[config.mk]
export PLATFORM = sky130hd
export DESIGN_NAME = line_follow_pid_stepper_pulser
export DESIGN_NICKNAME = d
export VERILOG_FILES = /design/src/rtl/lfpid_pkg.sv /design/src/rtl/lfpid_seq.sv /design/src/rtl/lfpid_div_lane.sv /design/src/rtl/line_follow_pid_stepper_pulser.sv
export SDC_FILE = /design/constraint.sdc
export NUM_CORES = 2
export LEC_CHECK = 0
export ABC_AREA = 1
export ABC_CLOCK_PERIOD_IN_PS = 15200
export BUFFER_PORTS_ARGS = -buffer_cell sky130_fd_sc_hd__clkbuf_2
export CAP_MARGIN = 20
export CORE_ASPECT_RATIO = 1.1
export CORE_UTILIZATION = 65
export CTS_CLUSTER_SIZE = 14
export DETAILED_ROUTE_END_ITERATION = 8
export GPL_TIMING_DRIVEN = 1
export PLACE_DENSITY = 0.79
export SLEW_MARGIN = 20
export SYNTH_ARGS = -nofsm -noshare
export SYNTH_HDL_FRONTEND = slang
export SYNTH_SLANG_ARGS = --single-unit
[constraint.sdc]
create_clock -name clock -period 15.2 [get_ports clock]
set_clock_uncertainty 0.05 [all_clocks]
set_input_delay 3.8 -clock clock [delete_from_list [all_inputs] [get_ports clock]]
set_output_delay 3.8 -clock clock [all_outputs]
set_load 0.02 [all_outputs]
[src/rtl/lfpid_pkg.sv]
`timescale 1ns / 1ps
package lfpid_pkg;

   localparam int SENSOR_W  = 10;
   localparam int SPEED_W   = 7;
   localparam int GAIN_W    = 16;
   localparam int ERR_W     = 15;
   localparam int SUM_W     = 32;
   localparam int PROD_W    = GAIN_W + SUM_W;
   localparam int ACC_W     = PROD_W + 1;
   localparam int CSR_IDX_W = 2;
   localparam int STEP_W    = 4;

   localparam int TICK_PERIOD_DEF  = 66;
   localparam int UPDATE_EVERY_DEF = 10;

   localparam int SPEED_CENTER = 33;
   localparam int PID_LIMIT    = 33;
   localparam int SPEED_MAX    = SPEED_CENTER + PID_LIMIT;
   localparam int ERR_SCALE    = 10240;
   localparam int GAIN_ONE     = 256;

   // denominator 10240 * 256 = 5 * 2^19
   localparam int DEN_SHIFT   = 19;
   localparam int DEN_ODD     = 5;
   localparam int RECIP       = 205;
   localparam int RECIP_W     = 8;
   localparam int RECIP_SHIFT = 10;
   localparam int Y_W         = 9;
   localparam int Y_OFFSET    = PID_LIMIT * DEN_ODD;

   localparam logic signed [ACC_W-1:0] ACC_HI = ACC_W'(PID_LIMIT * ERR_SCALE * GAIN_ONE);
   localparam logic signed [ACC_W-1:0] ACC_LO = -ACC_HI;

   localparam logic [CSR_IDX_W-1:0] REG_GAIN_P = 2'd0;
   localparam logic [CSR_IDX_W-1:0] REG_GAIN_I = 2'd1;
   localparam logic [CSR_IDX_W-1:0] REG_GAIN_D = 2'd2;

   typedef enum logic [3:0] {
      OP_NOP,
      OP_MUL_P,
      OP_MUL_I,
      OP_MUL_D,
      OP_ACC,
      OP_SCALE,
      OP_SPEED,
      OP_DIV_INIT,
      OP_DIV_ITER,
      OP_DIV_DONE,
      OP_MOD_INIT,
      OP_MOD_ITER,
      OP_DONE
   } op_type;

   typedef enum logic [1:0] {
      J_NEXT,
      J_SKIP,
      J_LOOP,
      J_END
   } jump_type;

   typedef struct packed {
      op_type              op;
      jump_type            jump;
      logic [STEP_W-1:0]   target;
   } ucode_type;

   typedef struct packed {
      logic busy;
      logic fire;
      op_type op;
   } ctrl_type;

   typedef struct packed {
      logic start;
      logic skip_pid;
      logic loop_more;
      logic out_busy;
   } status_type;

   localparam logic [STEP_W-1:0] ADDR_MUL_P    = 4'd0;
   localparam logic [STEP_W-1:0] ADDR_MUL_I    = 4'd1;
   localparam logic [STEP_W-1:0] ADDR_MUL_D    = 4'd2;
   localparam logic [STEP_W-1:0] ADDR_ACC      = 4'd3;
   localparam logic [STEP_W-1:0] ADDR_SCALE    = 4'd4;
   localparam logic [STEP_W-1:0] ADDR_SPEED    = 4'd5;
   localparam logic [STEP_W-1:0] ADDR_DIV_INIT = 4'd6;
   localparam logic [STEP_W-1:0] ADDR_DIV_ITER = 4'd7;
   localparam logic [STEP_W-1:0] ADDR_DIV_DONE = 4'd8;
   localparam logic [STEP_W-1:0] ADDR_MOD_INIT = 4'd9;
   localparam logic [STEP_W-1:0] ADDR_MOD_ITER = 4'd10;
   localparam logic [STEP_W-1:0] ADDR_DONE     = 4'd11;

   function automatic ucode_type ucode_rom(input logic [STEP_W-1:0] addr);
      ucode_type w;
      case (addr)
         ADDR_MUL_P:    w = '{op: OP_MUL_P,    jump: J_SKIP, target: ADDR_MOD_INIT};
         ADDR_MUL_I:    w = '{op: OP_MUL_I,    jump: J_NEXT, target: ADDR_MUL_P};
         ADDR_MUL_D:    w = '{op: OP_MUL_D,    jump: J_NEXT, target: ADDR_MUL_P};
         ADDR_ACC:      w = '{op: OP_ACC,      jump: J_NEXT, target: ADDR_MUL_P};
         ADDR_SCALE:    w = '{op: OP_SCALE,    jump: J_NEXT, target: ADDR_MUL_P};
         ADDR_SPEED:    w = '{op: OP_SPEED,    jump: J_NEXT, target: ADDR_MUL_P};
         ADDR_DIV_INIT: w = '{op: OP_DIV_INIT, jump: J_NEXT, target: ADDR_MUL_P};
         ADDR_DIV_ITER: w = '{op: OP_DIV_ITER, jump: J_LOOP, target: ADDR_DIV_ITER};
         ADDR_DIV_DONE: w = '{op: OP_DIV_DONE, jump: J_NEXT, target: ADDR_MUL_P};
         ADDR_MOD_INIT: w = '{op: OP_MOD_INIT, jump: J_NEXT, target: ADDR_MUL_P};
         ADDR_MOD_ITER: w = '{op: OP_MOD_ITER, jump: J_LOOP, target: ADDR_MOD_ITER};
         ADDR_DONE:     w = '{op: OP_DONE,     jump: J_END,  target: ADDR_MUL_P};
         default:       w = '{op: OP_NOP,      jump: J_END,  target: ADDR_MUL_P};
      endcase
      return w;
   endfunction

endpackage

[src/rtl/lfpid_seq.sv]
`timescale 1ns / 1ps
module lfpid_seq (
   input  logic                  clock,
   input  logic                  reset,
   input  lfpid_pkg::status_type status,
   output lfpid_pkg::ctrl_type   ctrl
);

   logic                         busy_ff, busy_in;
   logic [lfpid_pkg::STEP_W-1:0] step_ff, step_in;
   logic [lfpid_pkg::STEP_W-1:0] step_next;
   lfpid_pkg::ucode_type         cw;
   logic                         hold;

   assign cw        = lfpid_pkg::ucode_rom(step_ff);
   assign step_next = step_ff + lfpid_pkg::STEP_W'(1);
   assign hold      = (cw.jump == lfpid_pkg::J_END) && status.out_busy;

   always_comb begin
      busy_in = busy_ff;
      step_in = step_ff;
      if (!busy_ff) begin
         if (status.start) begin
            busy_in = 1'b1;
            step_in = lfpid_pkg::ADDR_MUL_P;
         end
      end else begin
         case (cw.jump)
            lfpid_pkg::J_NEXT: step_in = step_next;
            lfpid_pkg::J_SKIP: step_in = status.skip_pid ? cw.target : step_next;
            lfpid_pkg::J_LOOP: step_in = status.loop_more ? cw.target : step_next;
            lfpid_pkg::J_END: begin
               if (!status.out_busy) begin
                  busy_in = 1'b0;
                  step_in = lfpid_pkg::ADDR_MUL_P;
               end
            end
            default: begin
               busy_in = 1'b0;
               step_in = lfpid_pkg::ADDR_MUL_P;
            end
         endcase
      end
   end

   always_ff @(posedge clock) begin
      if (reset) begin
         busy_ff <= 1'b0;
         step_ff <= lfpid_pkg::ADDR_MUL_P;
      end else begin
         busy_ff <= busy_in;
         step_ff <= step_in;
      end
   end

   assign ctrl.busy = busy_ff;
   assign ctrl.fire = busy_ff && !hold;
   assign ctrl.op   = cw.op;

endmodule

[src/rtl/lfpid_div_lane.sv]
`timescale 1ns / 1ps
module lfpid_div_lane #(
   parameter int NUM_W = 7,
   parameter int DEN_W = 7
) (
   input  logic             clock,
   input  logic             load,
   input  logic             step,
   input  logic [NUM_W-1:0] dividend,
   input  logic [DEN_W-1:0] divisor,
   output logic [NUM_W-1:0] quotient,
   output logic [DEN_W-1:0] remainder
);

   logic [NUM_W-1:0] num_ff, num_in;
   logic [DEN_W-1:0] rem_ff, rem_in;
   logic [DEN_W-1:0] den_ff, den_in;
   logic [DEN_W:0]   shifted;
   logic [DEN_W:0]   diff;
   logic             ge;

   assign shifted = {rem_ff, num_ff[NUM_W-1]};
   assign diff    = shifted - {1'b0, den_ff};
   assign ge      = shifted >= {1'b0, den_ff};

   always_comb begin
      num_in = num_ff;
      rem_in = rem_ff;
      den_in = den_ff;
      if (load) begin
         num_in = dividend;
         rem_in = '0;
         den_in = divisor;
      end else if (step) begin
         num_in = {num_ff[NUM_W-2:0], ge};
         rem_in = ge ? diff[DEN_W-1:0] : shifted[DEN_W-1:0];
      end
   end

   always_ff @(posedge clock) begin
      num_ff <= num_in;
      rem_ff <= rem_in;
      den_ff <= den_in;
   end

   assign quotient  = num_ff;
   assign remainder = rem_ff;

endmodule

[src/rtl/line_follow_pid_stepper_pulser.sv]
`timescale 1ns / 1ps
// Line-follower PID with two stepper pulse outputs.
// req_*: one item per timer tick with four 10-bit sensor samples.
// rsp_*: exactly one item per tick: step pulse flags and current speeds.
// csr_*: gain_p, gain_i, gain_d (signed Q8.8) at indexes 0..2; write only
// while idle. Higher indexes are dropped.
// A microcode sequencer steps a shared 16x32 multiplier, an accumulator and
// two restoring divider lanes (one bit per cycle, W = bits of TICK_PERIOD).
// Steps per item, from accept to result registered:
//   plain tick: MUL_P, MOD_INIT, the MOD_ITER loop, DONE
//   PID tick  : MUL_P, MUL_I, MUL_D, ACC, SCALE, SPEED, DIV_INIT,
//               the DIV_ITER loop, DIV_DONE, MOD_INIT, the MOD_ITER loop, DONE
// The next item is taken in the cycle after the result is registered;
// req_ready is low while an item is in work.
// The result sits in an output register; if the receiver stalls, one more item
// is taken and worked up to its final step, which holds until the register
// empties; no further item is taken meanwhile.
// Reset clears gains, counters, error history and sets both speeds to 33.
module line_follow_pid_stepper_pulser #(
   parameter int TICK_PERIOD  = lfpid_pkg::TICK_PERIOD_DEF,
   parameter int UPDATE_EVERY = lfpid_pkg::UPDATE_EVERY_DEF
) (
   input  logic                              clock,
   input  logic                              reset,
   input  logic                              req_valid,
   output logic                              req_ready,
   input  logic [lfpid_pkg::SENSOR_W-1:0]    req_sensor_left,
   input  logic [lfpid_pkg::SENSOR_W-1:0]    req_sensor_center_left,
   input  logic [lfpid_pkg::SENSOR_W-1:0]    req_sensor_center_right,
   input  logic [lfpid_pkg::SENSOR_W-1:0]    req_sensor_right,
   output logic                              rsp_valid,
   input  logic                              rsp_ready,
   output logic                              rsp_step_left_pulse,
   output logic                              rsp_step_right_pulse,
   output logic [lfpid_pkg::SPEED_W-1:0]     rsp_speed_left_now,
   output logic [lfpid_pkg::SPEED_W-1:0]     rsp_speed_right_now,
   input  logic                              csr_write_en,
   input  logic [lfpid_pkg::CSR_IDX_W-1:0]   csr_index,
   input  logic [lfpid_pkg::GAIN_W-1:0]      csr_write_data
);

   localparam int CNT_W  = $clog2(TICK_PERIOD + 1);
   localparam int UPD_W  = $clog2(UPDATE_EVERY + 1);
   localparam int DEN_W  = (CNT_W > lfpid_pkg::SPEED_W) ? CNT_W : lfpid_pkg::SPEED_W;
   localparam int ITER_W = $clog2(CNT_W);
   localparam int DIV_RESET_VAL = (TICK_PERIOD / lfpid_pkg::SPEED_CENTER == 0) ? 1 :
                                  TICK_PERIOD / lfpid_pkg::SPEED_CENTER;

   localparam int ERR_W  = lfpid_pkg::ERR_W;
   localparam int SUM_W  = lfpid_pkg::SUM_W;
   localparam int GAIN_W = lfpid_pkg::GAIN_W;
   localparam int PROD_W = lfpid_pkg::PROD_W;
   localparam int ACC_W  = lfpid_pkg::ACC_W;
   localparam int SPD_W  = lfpid_pkg::SPEED_W;
   localparam int Y_W    = lfpid_pkg::Y_W;

   localparam logic signed [SUM_W-1:0] SUM_MAX = {1'b0, {(SUM_W-1){1'b1}}};
   localparam logic signed [SUM_W-1:0] SUM_MIN = {1'b1, {(SUM_W-1){1'b0}}};

   lfpid_pkg::ctrl_type   ctrl;
   lfpid_pkg::status_type status;

   logic req_accept, rsp_accept;

   // configuration and state
   logic signed [GAIN_W-1:0] gain_p_ff, gain_p_in;
   logic signed [GAIN_W-1:0] gain_i_ff, gain_i_in;
   logic signed [GAIN_W-1:0] gain_d_ff, gain_d_in;
   logic [CNT_W-1:0]         tick_ff, tick_in;
   logic [UPD_W-1:0]         upd_ff, upd_in;
   logic signed [ERR_W-1:0]  prev_ff, prev_in;
   logic signed [SUM_W-1:0]  sum_ff, sum_in;
   logic [SPD_W-1:0]         speed_l_ff, speed_l_in;
   logic [SPD_W-1:0]         speed_r_ff, speed_r_in;
   logic [CNT_W-1:0]         div_l_ff, div_l_in;
   logic [CNT_W-1:0]         div_r_ff, div_r_in;
   logic                     rsp_valid_ff, rsp_valid_in;

   // datapath
   logic signed [ERR_W-1:0]  e_ff, e_in;
   logic signed [PROD_W-1:0] prod_ff, prod_in;
   logic signed [ACC_W-1:0]  acc_ff, acc_in;
   logic [Y_W-1:0]           y_ff, y_in;
   logic                     hi_ff, hi_in;
   logic                     lo_ff, lo_in;
   logic                     frac0_ff, frac0_in;
   logic [ITER_W-1:0]        iter_ff, iter_in;
   logic                     pulse_l_ff, pulse_l_in;
   logic                     pulse_r_ff, pulse_r_in;
   logic [SPD_W-1:0]         out_l_ff, out_l_in;
   logic [SPD_W-1:0]         out_r_ff, out_r_in;

   logic signed [15:0]       ext_l, ext_cl, ext_cr, ext_r, e_wide;
   logic signed [ERR_W:0]    diff;
   logic signed [GAIN_W-1:0] mul_a;
   logic signed [SUM_W-1:0]  mul_b;
   logic signed [PROD_W-1:0] mul_p;
   logic signed [SUM_W:0]    sum_wide;
   logic [Y_W+lfpid_pkg::RECIP_W-1:0] q_prod;
   logic [SPD_W-1:0]         q;
   logic [Y_W-1:0]           q5;
   logic                     exact;
   logic [SPD_W-1:0]         sl_raw, sr_raw;

   logic                     lane_load, lane_step;
   logic [CNT_W-1:0]         lane_dividend;
   logic [DEN_W-1:0]         lane_div_l, lane_div_r;
   logic [CNT_W-1:0]         quot_l, quot_r;
   logic [DEN_W-1:0]         rem_l, rem_r;

   logic                     tick_last;

   assign req_ready  = !ctrl.busy;
   assign req_accept = req_valid && req_ready;
   assign rsp_accept = rsp_valid_ff && rsp_ready;

   assign status.start     = req_accept;
   assign status.skip_pid  = (upd_ff != '0);
   assign status.loop_more = (iter_ff != '0);
   assign status.out_busy  = rsp_valid_ff && !rsp_ready;

   lfpid_seq u_seq (
      .clock  (clock),
      .reset  (reset),
      .status (status),
      .ctrl   (ctrl)
   );

   // error numerator
   assign ext_l  = {6'd0, req_sensor_left};
   assign ext_cl = {6'd0, req_sensor_center_left};
   assign ext_cr = {6'd0, req_sensor_center_right};
   assign ext_r  = {6'd0, req_sensor_right};
   assign e_wide = ext_l * 16'sd6 + ext_cl * 16'sd5 - ext_cr * 16'sd5 - ext_r * 16'sd6;

   // shared multiplier
   assign diff = (ERR_W+1)'(e_ff) - (ERR_W+1)'(prev_ff);

   always_comb begin
      mul_a = gain_p_ff;
      mul_b = SUM_W'(e_ff);
      case (ctrl.op)
         lfpid_pkg::OP_MUL_I: begin
            mul_a = gain_i_ff;
            mul_b = sum_ff;
         end
         lfpid_pkg::OP_MUL_D: begin
            mul_a = gain_d_ff;
            mul_b = SUM_W'(diff);
         end
         default: begin
            mul_a = gain_p_ff;
            mul_b = SUM_W'(e_ff);
         end
      endcase
   end

   assign mul_p = mul_a * mul_b;

   assign sum_wide = (SUM_W+1)'(sum_ff) + (SUM_W+1)'(e_ff);

   // speed from scaled PID value: floor(y / 5) via reciprocal
   assign q_prod = y_ff * lfpid_pkg::RECIP_W'(lfpid_pkg::RECIP);
   assign q      = q_prod[lfpid_pkg::RECIP_SHIFT +: SPD_W];
   assign q5     = Y_W'(q) * Y_W'(lfpid_pkg::DEN_ODD);
   assign exact  = frac0_ff && (q5 == y_ff);

   always_comb begin
      if (hi_ff) begin
         sl_raw = SPD_W'(lfpid_pkg::SPEED_MAX);
         sr_raw = '0;
      end else if (lo_ff) begin
         sl_raw = '0;
         sr_raw = SPD_W'(lfpid_pkg::SPEED_MAX);
      end else begin
         sl_raw = q;
         sr_raw = exact ? SPD_W'(lfpid_pkg::SPEED_MAX) - q
                        : SPD_W'(lfpid_pkg::SPEED_MAX - 1) - q;
      end
   end

   // divider lanes
   assign lane_load = ctrl.fire && (ctrl.op == lfpid_pkg::OP_DIV_INIT ||
                                    ctrl.op == lfpid_pkg::OP_MOD_INIT);
   assign lane_step = ctrl.fire && (ctrl.op == lfpid_pkg::OP_DIV_ITER ||
                                    ctrl.op == lfpid_pkg::OP_MOD_ITER);

   always_comb begin
      if (ctrl.op == lfpid_pkg::OP_DIV_INIT) begin
         lane_dividend = CNT_W'(TICK_PERIOD);
         lane_div_l    = DEN_W'(speed_l_ff);
         lane_div_r    = DEN_W'(speed_r_ff);
      end else begin
         lane_dividend = tick_ff;
         lane_div_l    = DEN_W'(div_l_ff);
         lane_div_r    = DEN_W'(div_r_ff);
      end
   end

   lfpid_div_lane #(.NUM_W(CNT_W), .DEN_W(DEN_W)) u_lane_l (
      .clock     (clock),
      .load      (lane_load),
      .step      (lane_step),
      .dividend  (lane_dividend),
      .divisor   (lane_div_l),
      .quotient  (quot_l),
      .remainder (rem_l)
   );

   lfpid_div_lane #(.NUM_W(CNT_W), .DEN_W(DEN_W)) u_lane_r (
      .clock     (clock),
      .load      (lane_load),
      .step      (lane_step),
      .dividend  (lane_dividend),
      .divisor   (lane_div_r),
      .quotient  (quot_r),
      .remainder (rem_r)
   );

   assign tick_last = (tick_ff == CNT_W'(TICK_PERIOD - 1));

   always_comb begin
      gain_p_in    = gain_p_ff;
      gain_i_in    = gain_i_ff;
      gain_d_in    = gain_d_ff;
      tick_in      = tick_ff;
      upd_in       = upd_ff;
      prev_in      = prev_ff;
      sum_in       = sum_ff;
      speed_l_in   = speed_l_ff;
      speed_r_in   = speed_r_ff;
      div_l_in     = div_l_ff;
      div_r_in     = div_r_ff;
      rsp_valid_in = rsp_valid_ff && !rsp_accept;
      e_in         = e_ff;
      prod_in      = prod_ff;
      acc_in       = acc_ff;
      y_in         = y_ff;
      hi_in        = hi_ff;
      lo_in        = lo_ff;
      frac0_in     = frac0_ff;
      iter_in      = iter_ff;
      pulse_l_in   = pulse_l_ff;
      pulse_r_in   = pulse_r_ff;
      out_l_in     = out_l_ff;
      out_r_in     = out_r_ff;

      if (csr_write_en) begin
         case (csr_index)
            lfpid_pkg::REG_GAIN_P: gain_p_in = csr_write_data;
            lfpid_pkg::REG_GAIN_I: gain_i_in = csr_write_data;
            lfpid_pkg::REG_GAIN_D: gain_d_in = csr_write_data;
            default: ;
         endcase
      end

      if (req_accept) begin
         e_in = e_wide[ERR_W-1:0];
      end

      if (ctrl.fire) begin
         case (ctrl.op)
            lfpid_pkg::OP_MUL_P: prod_in = mul_p;
            lfpid_pkg::OP_MUL_I: begin
               prod_in = mul_p;
               acc_in  = ACC_W'(prod_ff);
            end
            lfpid_pkg::OP_MUL_D: begin
               prod_in = mul_p;
               acc_in  = acc_ff + ACC_W'(prod_ff);
            end
            lfpid_pkg::OP_ACC: acc_in = acc_ff + ACC_W'(prod_ff);
            lfpid_pkg::OP_SCALE: begin
               y_in     = acc_ff[lfpid_pkg::DEN_SHIFT +: Y_W] + Y_W'(lfpid_pkg::Y_OFFSET);
               hi_in    = acc_ff > lfpid_pkg::ACC_HI;
               lo_in    = acc_ff < lfpid_pkg::ACC_LO;
               frac0_in = (acc_ff[lfpid_pkg::DEN_SHIFT-1:0] == '0);
               prev_in  = e_ff;
               if (sum_wide[SUM_W] != sum_wide[SUM_W-1]) begin
                  sum_in = sum_wide[SUM_W] ? SUM_MIN : SUM_MAX;
               end else begin
                  sum_in = sum_wide[SUM_W-1:0];
               end
            end
            lfpid_pkg::OP_SPEED: begin
               speed_l_in = (sl_raw == '0) ? SPD_W'(1) : sl_raw;
               speed_r_in = (sr_raw == '0) ? SPD_W'(1) : sr_raw;
            end
            lfpid_pkg::OP_DIV_INIT: iter_in = ITER_W'(CNT_W - 1);
            lfpid_pkg::OP_DIV_ITER: iter_in = iter_ff - ITER_W'(1);
            lfpid_pkg::OP_DIV_DONE: begin
               div_l_in = (quot_l == '0) ? CNT_W'(1) : quot_l;
               div_r_in = (quot_r == '0) ? CNT_W'(1) : quot_r;
            end
            lfpid_pkg::OP_MOD_INIT: iter_in = ITER_W'(CNT_W - 1);
            lfpid_pkg::OP_MOD_ITER: iter_in = iter_ff - ITER_W'(1);
            lfpid_pkg::OP_DONE: begin
               rsp_valid_in = 1'b1;
               pulse_l_in   = (rem_l == '0);
               pulse_r_in   = (rem_r == '0);
               out_l_in     = speed_l_ff;
               out_r_in     = speed_r_ff;
               tick_in      = tick_last ? '0 : tick_ff + CNT_W'(1);
               if (tick_last || upd_ff == UPD_W'(UPDATE_EVERY - 1)) begin
                  upd_in = '0;
               end else begin
                  upd_in = upd_ff + UPD_W'(1);
               end
            end
            default: ;
         endcase
      end
   end

   always_ff @(posedge clock) begin
      if (reset) begin
         gain_p_ff    <= '0;
         gain_i_ff    <= '0;
         gain_d_ff    <= '0;
         tick_ff      <= '0;
         upd_ff       <= '0;
         prev_ff      <= '0;
         sum_ff       <= '0;
         speed_l_ff   <= SPD_W'(lfpid_pkg::SPEED_CENTER);
         speed_r_ff   <= SPD_W'(lfpid_pkg::SPEED_CENTER);
         div_l_ff     <= CNT_W'(DIV_RESET_VAL);
         div_r_ff     <= CNT_W'(DIV_RESET_VAL);
         rsp_valid_ff <= 1'b0;
      end else begin
         gain_p_ff    <= gain_p_in;
         gain_i_ff    <= gain_i_in;
         gain_d_ff    <= gain_d_in;
         tick_ff      <= tick_in;
         upd_ff       <= upd_in;
         prev_ff      <= prev_in;
         sum_ff       <= sum_in;
         speed_l_ff   <= speed_l_in;
         speed_r_ff   <= speed_r_in;
         div_l_ff     <= div_l_in;
         div_r_ff     <= div_r_in;
         rsp_valid_ff <= rsp_valid_in;
      end
   end

   always_ff @(posedge clock) begin
      e_ff       <= e_in;
      prod_ff    <= prod_in;
      acc_ff     <= acc_in;
      y_ff       <= y_in;
      hi_ff      <= hi_in;
      lo_ff      <= lo_in;
      frac0_ff   <= frac0_in;
      iter_ff    <= iter_in;
      pulse_l_ff <= pulse_l_in;
      pulse_r_ff <= pulse_r_in;
      out_l_ff   <= out_l_in;
      out_r_ff   <= out_r_in;
   end

   assign rsp_valid            = rsp_valid_ff;
   assign rsp_step_left_pulse  = pulse_l_ff;
   assign rsp_step_right_pulse = pulse_r_ff;
   assign rsp_speed_left_now   = out_l_ff;
   assign rsp_speed_right_now  = out_r_ff;

   a_speed_nonzero: assert property (@(posedge clock) disable iff (reset)
      rsp_valid |-> (rsp_speed_left_now != '0) && (rsp_speed_right_now != '0))
      else $error("result speed is zero");

   a_valid_from_done: assert property (@(posedge clock) disable iff (reset)
      $rose(rsp_valid_ff) |-> $past(ctrl.fire && ctrl.op == lfpid_pkg::OP_DONE))
      else $error("result raised outside final step");

   a_tick_range: assert property (@(posedge clock) disable iff (reset)
      tick_ff < CNT_W'(TICK_PERIOD))
      else $error("tick counter out of range");

   a_divisor_nonzero: assert property (@(posedge clock) disable iff (reset)
      (ctrl.fire && ctrl.op == lfpid_pkg::OP_MOD_INIT) |-> (div_l_ff != '0) && (div_r_ff != '0))
      else $error("step divisor is zero");

endmodule
== Word level (Yosys, flattened, before mapping) ==
Memories as Yosys holds them, arrays and structs flattened. A register that Yosys moved wholly into a read port is not among the register bits.
Index checks and enable logic that the tools add are counted.

* Output and inout bits: 18
* Word-level logic and storage cells: 167
* Memories kept: 1
* Bits in read-only memories: 160
* Register bits after elaboration: 325

{| class="wikitable"
|+ Memories
! memory !! words !! bits a word !! read ports !! clocked after memory_dff !! write ports !! RTL line !! text
|-
| (no name shown) || 16 || 10 || 1 || 1 || 0 || lfpid_pkg.sv:96 || <nowiki>case (addr)</nowiki>
|}

* Add/subtract/negate cells: 15
* Multiplexer cells: 40
* Eq/ne operators: 22
* Magnitude comparators: 4
* Reductions and logical operators: 46
* Multiply operators: 7

{| class="wikitable"
|+ Operators with widths
! kind !! number
|-
| $mux 7 || 19
|-
| $pmux 49 s2 || 1
|-
| $mux 32 || 2
|-
| $pmux 32 s2 || 1
|-
| $add 49x48->49 || 1
|-
| $gt 49x28->1 const B || 1
|-
| $lt 49x28->1 const B || 1
|-
| $mul 16x32->48 || 1
|-
| $logic_not 7->1 || 6
|-
| $add 32x15->33 || 1
|-
| $mux 4 || 8
|-
| $pmux 16 s2 || 1
|-
| $mul 10x3->13 const B || 2
|-
| $eq 4x4->1 const B || 6
|-
| $mul 10x2->12 const B || 2
|-
| $reduce_and 2->1 || 11
|-
| $logic_not 19->1 || 1
|-
| $mul 9x8->17 const B || 1
|-
| $eq 4x3->1 const B || 4
|-
| $ge 8x7->1 || 2
|-
| $pmux 4 s4 || 1
|-
| $sub 15x15->16 || 1
|-
| $sub 14x13->15 || 1
|-
| $sub 15x14->15 || 1
|-
| 27 further kinds || 58
|}

== Logic depth before layout (Yosys ltp) ==
* Depth after elaboration: 9
* Depth in mapped cells: 41
* Mapped depth without buffers: 41

== By module ==
Synthesis repeated with hierarchy kept, for this count alone.

* Cells, all modules: 5407
* Area total of the unflattened synthesis: 43053.8 um^2

{| class="wikitable"
|+ By module, submodules not included
! module !! sequential area each (um^2) !! area each (um^2) !! cells each !! instances
|-
| line_follow_pid_stepper_pulser || 6996.7 || 39721.8 || 4978 || 1
|-
| lfpid_div_lane || 560.5 || 1242.4 || 157 || 2
|-
| lfpid_seq || 300.3 || 847.1 || 115 || 1
|}

== Worst setup path before layout ==
Ideal clock, no wire load.

* Path type: input -> register
* From: input port req_sensor_right[0] (netlist bit)
* To: register e_ff[13] (data pin)
* Stages on the path: 22
* Path slack: 6.961 ns
* Data arrival time: 7.929 ns
* Library setup time: 0.260 ns
* Buffers on the path: 0
* Cell sequence: ha_1 > fa_1 > nand3_1 > nand2_1 > a21oi_1 > o21bai_1 > xor2_1 > ha_1 > inv_1 > fa_1 > fa_1 > fa_1 > inv_1 > ha_1 > nand4_1 > o21ai_0 > a21oi_1 > o21bai_1 > a21oi_1 > nor2_1 > nor2_1 > xor2_1

* Word-level cells in the longest chain between the ends: 2

{| class="wikitable"
|+ RTL lines
! item !! RTL line !! text
|-
| start: declaration || line_follow_pid_stepper_pulser.sv:30 || <nowiki>input logic [lfpid_pkg::SENSOR_W-1:0] req_sensor_right,</nowiki>
|-
| $mul 10x2->12 || line_follow_pid_stepper_pulser.sv:134 || <nowiki>assign e_wide = ext_l * 16'sd6 + ext_cl * 16'sd5 - ext_cr * 16'sd5 - ext_r * 16'sd6;</nowiki>
|-
| $sub 15x14->15 || line_follow_pid_stepper_pulser.sv:134 ||
|-
| via e_wide[13] || line_follow_pid_stepper_pulser.sv:93 || <nowiki>logic signed [15:0] ext_l, ext_cl, ext_cr, ext_r, e_wide;</nowiki>
|-
| end signal: assignment || line_follow_pid_stepper_pulser.sv:346 || <nowiki>e_ff <= e_in;</nowiki>
|-
| end: declaration || line_follow_pid_stepper_pulser.sv:80 || <nowiki>logic signed [ERR_W-1:0] e_ff, e_in;</nowiki>
|}

The timed path passes the listed nets, and every way through them passes these cells.
A chain may end at the register's enable or synchronous reset.

== Worst setup path in the final report ==
* From: register u_seq.cw[9] (netlist name)
* To: register prod_ff[46] (data pin)

* Word-level cells in the longest chain between the ends: 3
* Elaborated cells between the ends (all ways): 5

{| class="wikitable"
|+ RTL lines
! item !! RTL line !! text
|-
| $eq 4x2->1 || line_follow_pid_stepper_pulser.sv:142 || <nowiki>case (ctrl.op)</nowiki>
|-
| $pmux 16 s2 / $pmux 32 s2 (equally long branches) || line_follow_pid_stepper_pulser.sv:142 ||
|-
| $mul 16x32->48 * || line_follow_pid_stepper_pulser.sv:158 || <nowiki>assign mul_p = mul_a * mul_b;</nowiki>
|-
| via mul_p[46] || line_follow_pid_stepper_pulser.sv:97 || <nowiki>logic signed [PROD_W-1:0] mul_p;</nowiki>
|-
| end signal: assignment || line_follow_pid_stepper_pulser.sv:347 || <nowiki>prod_ff <= prod_in;</nowiki>
|-
| end: declaration || line_follow_pid_stepper_pulser.sv:81 || <nowiki>logic signed [PROD_W-1:0] prod_ff, prod_in;</nowiki>
|}

The timed path passes the listed nets; every way through them passes the cells marked *.

==> impl_metrics.yaml <==
grt:
  grt_max_degree: 101
  grt_pass1_vias: 36200
  grt-ovfl-total: 0
  grt_usage: 0.341
  antenna_found_initial: 0
  grt_first_pass_wirelength_um: 181000
clock_tree:
  cts_max_path_buffers: 3
  cts_setup_buffers: 0
  cts_hold_buf: 0
  ctsRootBufferMaster: "clkbuf_16"
  htreeDepth: 2
  cts_tree: "done"
  cts_buffers: 38
  clkTransAtPathRegs_ns: 0.06
  clock_latency_ns: 0.58
  cts_resized: 0
  clock-sinks: 335
sta:
  rsz0062_at_grt: "false"
  finalMaxSlewViolations: 0
  relSlewSlack: 0.214
  finalCriticalPeriod_ns: 9.14
  worst_pin_slew_ns: 1.18
  fin_crit_sh: 0.601
  max_freq_ghz: 0.109
  setup_tns_ns: 0
  whs_ns: 0.403
  setup_viol: 0
  hold_viol_final: 0
placement:
  io_buffers: 80
  gp_congestion: 0.970
  hpwlAfterDp_um: 87700
route:
  routed-wl-met2_um: 53200
  met1Wirelength_um: 44000
  dr.pass1.iters: 6
  viasPerCell: 5.77
  drt_iter0_markers: 3105
  vias: 35500
  routed.top_layer: "met4"
  wl_met3_um: 7970
  drc: 0
  drt-total-wl_um: 111000
  ant_nets: 0
  wl_per_cell_um: 18.0
die:
  coreArea_um2: 64100
  die_h_um: 270
  io_pins: 81
  die_x_um: 246
  fp-row-count: 97
  initial_utilization: 0.663
  die_area_um2: 66400
critical_path:
  crit_type: "reg -> reg"
  r2r_end: "prod_ff[46]"
  setup.worst_path.start_class: "flop"
  crit_top_cell: "inv_1"
  startpoint: "u_seq.cw[9]"
  cp_max_fo: 100
  setup.worst_path.end_class: "flop"
  arrival_ns: 9.41
  cp_slowest_cell: "buf_4"
  reg2reg_from: "u_seq.cw[9]"
  r2r_slack_ns: 6.06
  cp.required_ns: 15.46
  r2r_cells: 30
  max_stage_delay_ns: 0.81
hold_path:
  hold_depth: 2
  worstHoldPathType: "reg -> reg"
  hp-start: "gain_p_ff[7]"
  whs_endpoint: "gain_p_ff[7]"
logic_synthesis:
  synthFlopType: "edfxtp_1"
  yosysWarnings: 0
  ys_async_sr_fraction: 0
  synthCells: 5276
  synth_nets: 6247
  syn_area_um2: 42500
  yosys_register_bits: 335
  ys_seq_area_frac: 0.198
  synth-edff-count: 171
  yosysUniqueCellTypes: 63
  syn_area_per_cell_um2: 8.05
layout:
  drive_above_1_share: 0.0528
  syn_to_final_growth_pct: 5.30
  nNetsFinal: 6250
  antenna_cells: 0
outcome:
  status: "finished, final reports clean"
run:
  cap_violations: 0
-- cells in the mapped netlist (4+ instances only) --
master | instances | area [um2]
inv_1 | 1109 | 4160
o31ai_1 | 5 | 37.5
edfxtp_1 | 171 | 5130
ha_1 | 358 | 4480
dfxtp_1 | 164 | 3280
a31oi_1 | 36 | 225
a21boi_0 | 6 | 45.0
o22ai_1 | 26 | 163
buf_6 | 6 | 67.6
or2_2 | 19 | 119
nor2_1 | 513 | 1930
inv_2 | 17 | 63.8
buf_1 | 4 | 15.0
a21oi_1 | 371 | 1860
o21ai_0 | 305 | 1530
nand4_1 | 29 | 181
nand3_1 | 288 | 1440
clkbuf_1 | 81 | 304
nand2_2 | 19 | 119
nor3_2 | 4 | 40.0
o21ai_1 | 14 | 70.1
o211ai_1 | 18 | 135
nor3_1 | 39 | 195
buf_2 | 46 | 230
o21bai_1 | 18 | 135
nand3b_1 | 13 | 97.6
a211oi_1 | 12 | 90.1
a21oi_2 | 15 | 131
nand2_1 | 733 | 2750
a21o_1 | 20 | 150
fa_1 | 550 | 11000
nor4_1 | 17 | 106
buf_4 | 8 | 60.1
xnor2_1 | 70 | 613
xor2_1 | 103 | 902
o21ai_2 | 10 | 87.6
o21a_1 | 17 | 128
-- worst max path at each step --
stage	end	depth (start not counted)	slack (ns)
floorplan	e_ff[13]	22	6.96
global placement	prod_ff[42]	31	6.34
detailed placement	prod_ff[46]	30	6.24
CTS	prod_ff[46]	30	6.20
global route	prod_ff[46]	30	5.54
finish	prod_ff[46]	30	6.06
-- registers in the layout, summed over array words and instances (netlist names), 7 cells and up --
signal and count:
gain_p_ff 16, u_lane_l.den_ff 7, acc_ff 49, u_lane_r.den_ff 7, e_ff 15, gain_d_ff 16, u_lane_r.remainder 7, speed_r_ff 7
rsp_speed_left_now 7, u_lane_l.quotient 7, prev_ff 15, u_lane_l.remainder 7, u_lane_r.quotient 7, y_ff 9, tick_ff 7, div_r_ff 7
prod_ff 48, rsp_speed_right_now 7, gain_i_ff 16, sum_ff 32, u_seq.cw 10, speed_l_ff 7, div_l_ff 7
-- layout by cell type (no fill, tap or decap), types with 18 or more instances in the layout --
cell,count
inv_1,1107
nand2_1,733
fa_1,550
nor2_1,510
a21oi_1,365
ha_1,358
o21ai_0,305
nand3_1,288
edfxtp_1,171
dfxtp_1,164
xor2_1,103
clkbuf_2,80
xnor2_1,70
clkbuf_16,38
nor3_1,37
a31oi_1,36
nand4_1,29
buf_4,29
o22ai_1,26
a21o_1,20
nand2_2,19
or2_2,19
o21bai_1,18
a21oi_2,18
o211ai_1,18
-- kinds of logic after synthesis --
kind of cell,Yosys count,synth area share
fa+ha+maj,908,0.365
buf+inv,1275,0.116
xor+xnor,173,0.0357
simple gates,1689,0.167
compound gates,896,0.118
flops,335,0.198
-- metrics by stage --
step	utilization	instances	worst slack [ns]	cell area, um2
2_1_floorplan	-	5276	6.96	42500
3_3_place_gp	0.679	6080	6.34	43500
3_5_place_dp	0.679	6080	6.24	43500
4_1_cts	0.698	6147	6.20	44700
5_1_grt	0.698	6147	5.54	44700
6_report	0.698	6147	6.06	44700
-- final cells by class --
class,count,area [um2]
Clock buffer,47,1000
Clock inverter,20,188
Fill cell,5232,19400
Inverter,1129,4240
Multi-Input combinational cell,3666,29200
Sequential cell,335,8420
Tap cell,841,1050
Timing Repair Buffer,109,618
-- per-layer routing --
layer | vias to the layer above | GRT usage
li1 | 16700 | -
met1 | 17000 | 0.425
met2 | 1379 | 0.577
met3 | 340 | 0.0585
met4 | 0 | 0.155
met5 | - | 0
-- critical path: cells and delay by family, from the launching register on --
family	cells	cell delay, ns
compound gates	2	0.30
xor+xnor	1	0.14
fa+ha+maj	7	3.49
buf+inv	11	2.42
flops	1	0.34
simple gates	9	2.03
Power is not shown: default switching activity piles up to over one toggle a cycle in this logic, so the estimate is an artifact.
